==> config.mk <==
export PLATFORM = sky130hd
export DESIGN_NAME = uvs_cordic_cell
export DESIGN_NICKNAME = d
export VERILOG_FILES = /design/src/design/uvs_pkg.sv /design/src/design/uvs_cordic_cell.sv
export SDC_FILE = /design/constraint.sdc
export NUM_CORES = 1
export LEC_CHECK = 0
export BUFFER_PORTS_ARGS = -buffer_cell sky130_fd_sc_hd__buf_2
export CORE_MARGIN = 5
export CORE_UTILIZATION = 45
export DETAILED_ROUTE_END_ITERATION = 12
export GPL_TIMING_DRIVEN = 0
export PLACE_DENSITY = 0.69
export SLEW_MARGIN = 40
export SYNTH_ARGS = -nofsm -noshare
export SYNTH_HDL_FRONTEND = slang
export SYNTH_SLANG_ARGS = --single-unit
==> constraint.sdc <==
create_clock -name clock -period 3.4 [get_ports clock]
set_clock_uncertainty 0.1 [all_clocks]
set_input_delay 0.34 -clock clock [delete_from_list [all_inputs] [get_ports clock]]
set_output_delay 0.34 -clock clock [all_outputs]
set_load 0.05 [all_outputs]
==> src/design/uvs_pkg.sv <==
package uvs_pkg;

   // Register indexes of the configuration port.
   localparam logic [2:0] CSR_RADIUS   = 3'd0;
   localparam logic [2:0] CSR_SECTORS  = 3'd1;
   localparam logic [2:0] CSR_STACKS   = 3'd2;
   localparam logic [2:0] CSR_CENTER_X = 3'd3;
   localparam logic [2:0] CSR_CENTER_Y = 3'd4;
   localparam logic [2:0] CSR_CENTER_Z = 3'd5;

   // Result kinds.
   localparam logic [1:0] KIND_VERTEX   = 2'd0;
   localparam logic [1:0] KIND_TRIANGLE = 2'd1;
   localparam logic [1:0] KIND_RANGE    = 2'd2;

   // Input opcodes.
   localparam logic OP_VERTEX = 1'b0;
   localparam logic OP_CELL   = 1'b1;

   // Defaults for the top-level parameters.
   localparam int DEF_MAX_DIVISIONS = 256;
   localparam int DEF_CORDIC_STAGES = 16;

   // Quotient bits of the phase dividers and the CORDIC start value.
   localparam int DIV_BITS = 33;
   localparam logic signed [33:0] CORDIC_GAIN_Q30 = 34'sd652032875;

   // Item information that travels along the whole pipeline.
   typedef struct packed {
      logic       op;
      logic [8:0] stack_i;
      logic [8:0] sector_j;
      logic       neg_s;
      logic       neg_t;
   } meta_type;

   // Partial remainders and quotients of the two phase divisions.
   typedef struct packed {
      logic [8:0]  rem_t;
      logic [32:0] quo_t;
      logic [8:0]  rem_s;
      logic [32:0] quo_s;
   } div_type;

   // Rotation state of the two CORDIC lanes.
   typedef struct packed {
      logic signed [33:0] xs;
      logic signed [33:0] ys;
      logic signed [33:0] zs;
      logic signed [33:0] xt;
      logic signed [33:0] yt;
      logic signed [33:0] zt;
   } rot_type;

   // Arctangent of 2^-k as a fraction of a full turn, 2^32 per turn.
   function automatic logic [31:0] uvs_atan(input int k);
      logic [31:0] a;
      case (k)
         0: a = 32'd536870912;   1: a = 32'd316933406;   2: a = 32'd167458907;
         3: a = 32'd85004756;    4: a = 32'd42667331;    5: a = 32'd21354465;
         6: a = 32'd10679839;    7: a = 32'd5340245;     8: a = 32'd2670163;
         9: a = 32'd1335087;     10: a = 32'd667544;     11: a = 32'd333772;
         12: a = 32'd166886;     13: a = 32'd83443;      14: a = 32'd41722;
         15: a = 32'd20861;      16: a = 32'd10430;      17: a = 32'd5215;
         18: a = 32'd2608;       19: a = 32'd1304;       20: a = 32'd652;
         21: a = 32'd326;        22: a = 32'd163;        23: a = 32'd81;
         24: a = 32'd41;         25: a = 32'd20;         26: a = 32'd10;
         27: a = 32'd5;          28: a = 32'd3;          29: a = 32'd1;
         30: a = 32'd1;
         default: a = 32'd0;
      endcase
      return a;
   endfunction

endpackage

==> src/design/uvs_cordic_cell.sv <==
module uvs_cordic_cell #(
   parameter int K = 0
) (
   input  logic               clock,
   input  logic               reset,
   input  logic               adv,
   input  logic               in_valid,
   input  uvs_pkg::meta_type  in_meta,
   input  uvs_pkg::rot_type   in_rot,
   output logic               out_valid,
   output uvs_pkg::meta_type  out_meta,
   output uvs_pkg::rot_type   out_rot
);
   import uvs_pkg::*;

   logic signed [33:0] angle;
   logic signed [33:0] dxs;
   logic signed [33:0] dys;
   logic signed [33:0] dxt;
   logic signed [33:0] dyt;

   logic     valid_ff;
   meta_type meta_ff;
   rot_type  rot_ff;
   rot_type  rot_in;

   assign angle = $signed({2'b00, uvs_atan(K)});

   // One micro-rotation on each lane, direction from the residual angle.
   always_comb begin
      dxs = in_rot.ys >>> K;
      dys = in_rot.xs >>> K;
      dxt = in_rot.yt >>> K;
      dyt = in_rot.xt >>> K;
      if (!in_rot.zs[33]) begin
         rot_in.xs = in_rot.xs - dxs;
         rot_in.ys = in_rot.ys + dys;
         rot_in.zs = in_rot.zs - angle;
      end else begin
         rot_in.xs = in_rot.xs + dxs;
         rot_in.ys = in_rot.ys - dys;
         rot_in.zs = in_rot.zs + angle;
      end
      if (!in_rot.zt[33]) begin
         rot_in.xt = in_rot.xt - dxt;
         rot_in.yt = in_rot.yt + dyt;
         rot_in.zt = in_rot.zt - angle;
      end else begin
         rot_in.xt = in_rot.xt + dxt;
         rot_in.yt = in_rot.yt - dyt;
         rot_in.zt = in_rot.zt + angle;
      end
   end

   always_ff @(posedge clock) begin
      if (reset) begin
         valid_ff <= 1'b0;
      end else if (adv) begin
         valid_ff <= in_valid;
      end
   end

   always_ff @(posedge clock) begin
      if (adv) begin
         meta_ff <= in_meta;
         rot_ff  <= rot_in;
      end
   end

   assign out_valid = valid_ff;
   assign out_meta  = meta_ff;
   assign out_rot   = rot_ff;

endmodule

==> reports/qor.csv <==
stage,metric,value,unit
drt,TritonRoute pass-1 iters,6,
grt,largest net degree at the start of global routing,65,
grt,gr ovfl total,0,
logic_synthesis,Syn Area/Cell,8.943,um^2
cells_and_area,Fillers,3688,
timing,fmax,0.3039,GHz
timing,Final min period,3291,ps
logic_synthesis,post-synth top area share,36.05,%
die,die area,45440,um^2
critical_path,critical path class,in2reg,
critical_path,CP Data Required Time,3590,ps
timing,RSZ-0062 raised after global routing,no,
critical_path,element type at the critical path end,flop,
grt,overall global routing resource usage,30.13,%
logic_synthesis,leading area contributor after synthesis,edfxtp_1,
logic_synthesis,sequential share of the synthesized area,36.16,%
die,die extent in y,213.2,um
timing,worst setup margin,109.5,ps
placed_design,Place WS,-549.8,ps
pwr,pwr dens,469.3,nW/um^2
logic_synthesis,"EDFF count, synth",223,
pwr,Peak VDD IR,0.3616,mV
clock_tree,clk root buf,clkbuf_16,
drt,Post-DRT Antenna Nets,0,
logic_synthesis,synth cell count leaders,"a21oi_1, edfxtp_1, inv_1",
logic_synthesis,YS warnings,0,
timing,"Slew Viols, Final",0,
die,core area,40830,um^2
logic_synthesis,"top cells by area, synth","edfxtp_1, ha_1, a21oi_1",
clock_tree,CTS buffer count,27,
drt,"wirelength, routed",72230,um
die,row cnt,74,
logic_synthesis,count of different cell masters after synthesis,78,
drt,Via density,5.747,
outcome,status,"complete, no violations",
logic_synthesis,"Primary FF master, synth",edfxtp_1,
timing,max_slew headroom,40.83,%
logic_synthesis,"count leader, synth",a21oi_1,
logic_synthesis,fraction of registers with async set or reset after synthesis,0,%
timing,"Hold Vio Cnt, Final",0,
clock_tree,H-tree levels,1,
timing,# setup viols final,0,
cells_and_area,P&R area growth vs syn,25.69,%
grt,initial antenna violation count,5,
clock_tree,number of setup buffers added after CTS,0,
critical_path,crit path max fanout,10,
timing,period utilisation layout,96.78,%
min_path,hold path cells,2,
drt,initial drt markers,1757,
cells_and_area,# nets final,3086,
logic_synthesis,Cells after Synth,2077,
cells_and_area,layout cells sized above 1,21.13,%
critical_path,CP Launch Type,input pin,
placed_design,Placed Cells,3065,
min_path,hold crit path type,in2reg,
die,Initial Util,45.49,%
placed_design,Post-DP HPWL,56700,um
clock_tree,CTS max path bufs,3,
critical_path,Worst Reg-to-Reg Cells,3,
logic_synthesis,Syn Nets,2518,
placed_design,GP Congestion,0.9753,
drt,Vias,18410,
flow_run,max cap viols,0,
grt,vias in the first global route,18200,
clock_tree,clock slew at reported path FFs,60,ps
die,Die X,213.2,um
pwr,leak pwr,10.35,nW
logic_synthesis,Yosys reg bits,224,
drt,Wirelength per Cell,22.54,um
clock_tree,CTS tree,yes,
grt,global-route wire length before repair,106600,um
critical_path,arrival time worst endpoint,3480,ps
die,Ports,455,
placed_design,port buffer count,453,
clock_tree,clk sinks,224,
drt,DRC,0,
clock_tree,worst-skew pair later-pin latency,560,ps
cells_and_area,final std cells w/o fill,3204,
logic_synthesis,synthesized cell area,18570,um^2
timing,Least-Margin Pin Slew,887.5,ps
routing by layer:
| metal | up-vias | share of wire (%) | GRT usage (%) |
|---|---|---|---|
| met1 | 8821 | 41 | 38.86 |
| met4 | 0 | 3.7 | 10.72 |
| met5 | - | 0 | 0 |
| met3 | 157 | 6.7 | 3.805 |
| li1 | 8616 | - | - |
| met2 | 818 | 48 | 52.24 |
kinds of logic after synthesis:
logic type	share of synthesized area, %
buf+inv	6.406
fa+ha+maj	14.60
flops	36.16
compound gates	22.69
xor+xnor	6.177
mux	1.078
simple gates	12.89
power by group:
part | internal, mW | total (mW) | leakage [nW] | switching [mW]
registers | 3.54 | 3.65 | 2.19 | 0.113
clock network | 1.61 | 2.79 | 0.423 | 1.18
logic | 1.27 | 4.51 | 7.74 | 3.24
total | 6.42 | 11.0 | 10.4 | 4.54
critical path: stages:
cell and delay (ps):
buf_2 110, inv_1 50, ha_1 350, clkbuf_1 360, nand2_1 130, nor3_1 530, a31oi_1 320, o21a_1 290
o2111ai_1 470, a211oi_1 200, o21ai_0 210, nand3_1 130
cell usage in the layout (no fill, tap or decap), types with 8 or more instances in the layout:
master         count
xnor2_1          112
nor4_1            23
buf_1             14
mux2i_1           20
edfxtp_1         223
nand3_1           31
a21oi_1          254
diode_2            8
nor2b_1           24
nand4_1           26
xor2_1            19
nand2_1          104
o21bai_1          41
a31oi_1           28
clkbuf_1          51
nor3_1            46
ha_1             204
nand2b_1          25
clkinv_1          12
nor2_1           169
buf_2            474
or3_1              8
a211oi_1          19
clkbuf_16         27
o211ai_1          26
inv_1            209
a21o_1            42
o21ai_0          145
dlygate4sd3_1     83
fa_1               8
o31ai_1           16
or2_2             13
stage by stage:
step / utilization, % / total power, mW / setup TNS (ps) / area (um^2) / hold WS, ps
2_1_floorplan: - / 6.737 / 0 / 18570 / 312.4
3_3_place_gp: 52.67 / 8.043 / -261830 / 21510 / 372.5
3_5_place_dp: 52.93 / 8.051 / -13060 / 21610 / 392.3
4_1_cts: 57.05 / 10.96 / 0 / 23290 / 24.06
5_1_grt: 57.16 / 11.44 / 0 / 23340 / 46.36
6_report: 57.18 / 10.96 / 0 / 23350 / 47.52
worst paths after layout:
check        slack (ps)           end        start
max                 110   out_rot[64]   in_rot[46]
min                  50  out_rot[132]  in_rot[132]
max reg2reg        2150     out_valid    out_valid
min reg2reg         950     out_valid    out_valid
layout make-up:
type	count	area, um^2	area share, %
Antenna cell	8	20.02	0.08575
Tap cell	532	665.6	2.851
Clock buffer	30	686.9	2.942
Inverter	217	814.5	3.489
Timing Repair Buffer	539	3191	13.67
Sequential cell	224	6716	28.77
Multi-Input combinational cell	1545	10710	45.85
Clock inverter	18	163.9	0.7021
Buffer	91	382.9	1.640
what timing repair did:
item                                   4_1_cts  5_1_grt
hold buffers                                83        0
setup endpoints to repair                    0       11
gates resized for setup                      0        6
endpoints found under the hold margin       82        0
flip-flops by register name, indices dropped and copies added (netlist names):
signal / flops
out_rot: 202
out_valid: 1
out_meta: 21
(Power assumes the default switching activity.)
