$ cat config.mk
export PLATFORM = sky130hd
export DESIGN_NAME = uvs_div_cell
export DESIGN_NICKNAME = d
export VERILOG_FILES = /design/src/design/uvs_pkg.sv /design/src/design/uvs_div_cell.sv
export SDC_FILE = /design/constraint.sdc
export NUM_CORES = 1
export LEC_CHECK = 0
export BUFFER_PORTS_ARGS = -buffer_cell sky130_fd_sc_hd__buf_4
export CAP_MARGIN = 20
export CORE_ASPECT_RATIO = 1.75
export CORE_MARGIN = 2
export CORE_UTILIZATION = 48
export DETAILED_ROUTE_END_ITERATION = 7
export GPL_TIMING_DRIVEN = 0
export PLACE_DENSITY = 0.86
export SLEW_MARGIN = 5
export SYNTH_ARGS = -nofsm -noshare
export SYNTH_HDL_FRONTEND = slang
export SYNTH_SLANG_ARGS = --single-unit
$ cat constraint.sdc
create_clock -name clock -period 5.4 [get_ports clock]
set_input_delay 0.54 -clock clock [delete_from_list [all_inputs] [get_ports clock]]
set_output_delay 0.54 -clock clock [all_outputs]
set_load 0.03 [all_outputs]
$ cat src/design/uvs_pkg.sv
package uvs_pkg;

   // Register indexes of the configuration port.
   localparam logic [2:0] CSR_RADIUS   = 3'd0;
   localparam logic [2:0] CSR_SECTORS  = 3'd1;
   localparam logic [2:0] CSR_STACKS   = 3'd2;
   localparam logic [2:0] CSR_CENTER_X = 3'd3;
   localparam logic [2:0] CSR_CENTER_Y = 3'd4;
   localparam logic [2:0] CSR_CENTER_Z = 3'd5;

   // Result kinds.
   localparam logic [1:0] KIND_VERTEX   = 2'd0;
   localparam logic [1:0] KIND_TRIANGLE = 2'd1;
   localparam logic [1:0] KIND_RANGE    = 2'd2;

   // Input opcodes.
   localparam logic OP_VERTEX = 1'b0;
   localparam logic OP_CELL   = 1'b1;

   // Defaults for the top-level parameters.
   localparam int DEF_MAX_DIVISIONS = 256;
   localparam int DEF_CORDIC_STAGES = 16;

   // Quotient bits of the phase dividers and the CORDIC start value.
   localparam int DIV_BITS = 33;
   localparam logic signed [33:0] CORDIC_GAIN_Q30 = 34'sd652032875;

   // Item information that travels along the whole pipeline.
   typedef struct packed {
      logic       op;
      logic [8:0] stack_i;
      logic [8:0] sector_j;
      logic       neg_s;
      logic       neg_t;
   } meta_type;

   // Partial remainders and quotients of the two phase divisions.
   typedef struct packed {
      logic [8:0]  rem_t;
      logic [32:0] quo_t;
      logic [8:0]  rem_s;
      logic [32:0] quo_s;
   } div_type;

   // Rotation state of the two CORDIC lanes.
   typedef struct packed {
      logic signed [33:0] xs;
      logic signed [33:0] ys;
      logic signed [33:0] zs;
      logic signed [33:0] xt;
      logic signed [33:0] yt;
      logic signed [33:0] zt;
   } rot_type;

   // Arctangent of 2^-k as a fraction of a full turn, 2^32 per turn.
   function automatic logic [31:0] uvs_atan(input int k);
      logic [31:0] a;
      case (k)
         0: a = 32'd536870912;   1: a = 32'd316933406;   2: a = 32'd167458907;
         3: a = 32'd85004756;    4: a = 32'd42667331;    5: a = 32'd21354465;
         6: a = 32'd10679839;    7: a = 32'd5340245;     8: a = 32'd2670163;
         9: a = 32'd1335087;     10: a = 32'd667544;     11: a = 32'd333772;
         12: a = 32'd166886;     13: a = 32'd83443;      14: a = 32'd41722;
         15: a = 32'd20861;      16: a = 32'd10430;      17: a = 32'd5215;
         18: a = 32'd2608;       19: a = 32'd1304;       20: a = 32'd652;
         21: a = 32'd326;        22: a = 32'd163;        23: a = 32'd81;
         24: a = 32'd41;         25: a = 32'd20;         26: a = 32'd10;
         27: a = 32'd5;          28: a = 32'd3;          29: a = 32'd1;
         30: a = 32'd1;
         default: a = 32'd0;
      endcase
      return a;
   endfunction

endpackage

$ cat src/design/uvs_div_cell.sv
module uvs_div_cell #(
   parameter int BIT = 0
) (
   input  logic               clock,
   input  logic               reset,
   input  logic               adv,
   input  logic [8:0]         sectors,
   input  logic [8:0]         stacks,
   input  logic               in_valid,
   input  uvs_pkg::meta_type  in_meta,
   input  uvs_pkg::div_type   in_div,
   output logic               out_valid,
   output uvs_pkg::meta_type  out_meta,
   output uvs_pkg::div_type   out_div
);
   import uvs_pkg::*;

   logic       bit_t;
   logic       bit_s;
   logic [9:0] trial_t;
   logic [9:0] trial_s;
   logic       take_t;
   logic       take_s;
   logic [9:0] diff_t;
   logic [9:0] diff_s;

   logic     valid_ff;
   meta_type meta_ff;
   div_type  div_ff;
   div_type  div_in;

   // Numerator bit brought down in this cell: the index sits above the
   // binary point, half the divisor below it for rounding.
   generate
      if (BIT == 32) begin : g_top
         assign bit_t = in_meta.sector_j[0];
         assign bit_s = in_meta.stack_i[1];
      end else if (BIT == 31) begin : g_next
         assign bit_t = 1'b0;
         assign bit_s = in_meta.stack_i[0];
      end else if (BIT < 8) begin : g_low
         assign bit_t = sectors[BIT + 1];
         assign bit_s = stacks[BIT + 1];
      end else begin : g_zero
         assign bit_t = 1'b0;
         assign bit_s = 1'b0;
      end
   endgenerate

   // One restoring division step per lane.
   always_comb begin
      trial_t = {in_div.rem_t, bit_t};
      trial_s = {in_div.rem_s, bit_s};
      take_t  = (trial_t >= {1'b0, sectors});
      take_s  = (trial_s >= {1'b0, stacks});
      diff_t  = take_t ? (trial_t - {1'b0, sectors}) : trial_t;
      diff_s  = take_s ? (trial_s - {1'b0, stacks}) : trial_s;
      div_in.rem_t = diff_t[8:0];
      div_in.quo_t = {in_div.quo_t[31:0], take_t};
      div_in.rem_s = diff_s[8:0];
      div_in.quo_s = {in_div.quo_s[31:0], take_s};
   end

   always_ff @(posedge clock) begin
      if (reset) begin
         valid_ff <= 1'b0;
      end else if (adv) begin
         valid_ff <= in_valid;
      end
   end

   always_ff @(posedge clock) begin
      if (adv) begin
         meta_ff <= in_meta;
         div_ff  <= div_in;
      end
   end

   assign out_valid = valid_ff;
   assign out_meta  = meta_ff;
   assign out_div   = div_ff;

endmodule

==> impl_metrics.env <==
export IMPL_run_status="finished, final reports clean"
export IMPL_swShare_pct=26.3
export IMPL_ir_drop_uv=222
export IMPL_max_freq_mhz=377
export IMPL_avgRoutedWirePerCell_um=17.2
export IMPL_pwr_share_seq_pct=47.2
export IMPL_synth_top_area_share_pct=74.6
export IMPL_synth_top_cells_by_area="edfxtp_1 (75%), ha_1 (5.3%), mux2_2 (2.1%)"
export IMPL_final_min_clock_period_ns=2.65
export IMPL_gp_congestion=0.818
export IMPL_io_buffers=230
export IMPL_relSlewSlack_pct=60.4
export IMPL_gr_total_overflow=0
export IMPL_cts_max_level=3
export IMPL_cts_buffer_depth=2
export IMPL_ys_warn_count=0
export IMPL_nets=638
export IMPL_drt_pass1_iter_count=6
export IMPL_p_comb_share_pct=22.6
export IMPL_ys_flop_type="edfxtp_1"
export IMPL_synthArstFlopShare_pct=0
export IMPL_syn_area_um2=4230
export IMPL_cts_resized_gates=0
export IMPL_power_density_nw_per_um2=334
export IMPL_cp_max_fo=7
export IMPL_floorplan_initialDensity_pct=49.1
export IMPL_cts_tree="done"
export IMPL_grt_pass1_wl_um=15100
export IMPL_clkTransAtPathRegs_ns=0.07
export IMPL_num_rows=45
export IMPL_worstSetupEndpointType="flip-flop"
export IMPL_hold_slack_ns=0.351
export IMPL_avgViaCountPerCell=4.95
export IMPL_syn_num_nets=396
export IMPL_clock_power_share_pct=30.2
export IMPL_synth_edf_count=105
export IMPL_hold_depth=2
export IMPL_drt_total_wl_um=10600
export IMPL_hp_class="in2reg"
export IMPL_syn2layout_area_growth_pct=52.1
export IMPL_synthCells=249
export IMPL_grt_max_degree=65
export IMPL_maxSlewViolCount=0
export IMPL_first_global_vias=3082
export IMPL_start_kind="input port"
export IMPL_internal_power_mw=1.58
export IMPL_core_um2=8610
export IMPL_clock_sinks=106
export IMPL_worstRegToRegCells=2
export IMPL_synth_most_common_cell="edfxtp_1"
export IMPL_utilization_pct=74.6
export IMPL_io_pins=233
export IMPL_dp_hpwl_um=8380
export IMPL_antenna_found_initial=0
export IMPL_drc=0
export IMPL_synth_top_cell_by_area="edfxtp_1"
export IMPL_grt_total_usage_pct=21.6
export IMPL_finalCritPeriodShare_pct=49.1
export IMPL_cts_setup_buffers=0
export IMPL_worst_ep_arrival_time_ns=2.73
export IMPL_clk_insertion_delay_late_ns=0.33
export IMPL_rsz0062_at_grt="no"
export IMPL_hold_viol=0
export IMPL_drive_above_1_share_pct=52.8
export IMPL_setup_viol=0
export IMPL_synth_seq_area_share_pct=75.1
export IMPL_criticalPathCategory="in2reg"
export IMPL_ctsHoldBuffers=0
export IMPL_synth_cell_type_count=40
export IMPL_cellLeakagePower_nw=2.82
export IMPL_required_ns=5.48
export IMPL_tns_ns=0
export IMPL_clock_root_buffer="clkbuf_16"
export IMPL_diodes=0
export IMPL_die_w_um=74.9
export IMPL_worst_slew_pin_slew_ns=0.594
export IMPL_die_h_um=128
export IMPL_avgSynthCellArea_um2=17.0
export IMPL_ys_ff_latch=106
export IMPL_p_sw_mw=0.565
export IMPL_maxCapViolations=0
export IMPL_first_iter_violations=118
export IMPL_drtAntennaViolNets=0
export IMPL_ys_top_cells_by_count="edfxtp_1 (105), inv_1 (22), ha_1 (18)"
export IMPL_dieArea_um2=9600
export IMPL_vias=3033
export IMPL_clock_skew_ns=0
export IMPL_numCtsBuffers=9
path summary, 6_finish.rpt:
check | startpoint | slack (ns) | to
setup / recovery | stacks[1] | 2.75 | out_div[41]
hold / removal | reset | 0.35 | out_valid
setup reg to reg | out_valid | 4.82 | out_valid
hold reg to reg | out_valid | 0.51 | out_valid
per-stage QoR:
stage	power, mW	setup WS, ns	instance area, µm²	instances
floorplan	1.29	2.78	4230	249
global placement	1.50	2.48	6100	596
detailed placement	1.52	2.42	6130	597
CTS	2.17	2.78	6430	613
global route	2.22	2.64	6430	613
finish	2.15	2.75	6430	613
critical path: stages:
cell	delay, ns
buf_4	0.11
inv_1	0.11
ha_1	0.19
inv_1	0.06
fa_1	0.44
a211oi_2	0.25
o21ai_1	0.18
a211oi_4	0.46
inv_2	0.08
mux2_4	0.31
registers in the layout, indices dropped and copies added (netlist names):
register   cells
out_div       84
out_meta      21
out_valid      1
placed cells by master (no fill, tap or decap), types with 2 or more instances in the layout:
cell type  synthesis  routed
buf_4              1     231
edfxtp_1         105     105
inv_1             22      22
ha_1              18      18
nand2_1           12      12
a21oi_1           10      10
nor2_1            10      10
clkbuf_16          0       9
o21ai_0            8       8
mux2_2             8       8
xnor2_1            7       7
nand2b_1           4       4
o211ai_1           3       3
a21o_1             3       3
xor2_1             3       3
o31ai_1            3       3
a211oi_1           3       3
clkbuf_1           0       3
o21ai_1            2       2
o21a_1             2       2
a21oi_2            2       2
mux2i_1            2       2
fa_1               2       2
clkbuf_8           0       2
power by group through the flow:
stage               Sequential, mW  Clock [mW]  Combinational, mW
detailed placement            1.03           0              0.486
global route                  1.02       0.689              0.513
CTS                           1.02       0.662              0.487
finish                        1.01       0.648              0.485
floorplan                     1.19           0              0.104
global placement              1.03           0              0.471
kinds of logic after synthesis:
family / share of synthesized area, %
buffers and inverters: 2.22
multiplexers: 2.96
adder cells (fa/ha/maj): 6.28
AO/OA/AOI/OAI: 7.84
XOR/XNOR: 2.07
AND/OR/NAND/NOR: 3.55
flip-flops: 75.1
area by class of cell:
type,count,area (µm²)
plain buffers,1,7.51
clock buffers,14,264
clock inverters,2,37.5
fillers,560,2190
inverters,23,86.3
multi-input cells,119,960
flip-flops and latches,106,3170
well taps,117,146
repair buffers,231,1750
metal layers:
layer / global-route usage (%) / wire length, µm / vias up
met1: 21.1 / 3310 / 1416
met3: 8.41 / 970 / 28
met2: 38.8 / 5950 / 155
li1: - / - / 1434
met5: 0 / 0 / -
met4: 9.03 / 343 / 0
Note: power is estimated with default switching activity, not from simulation.
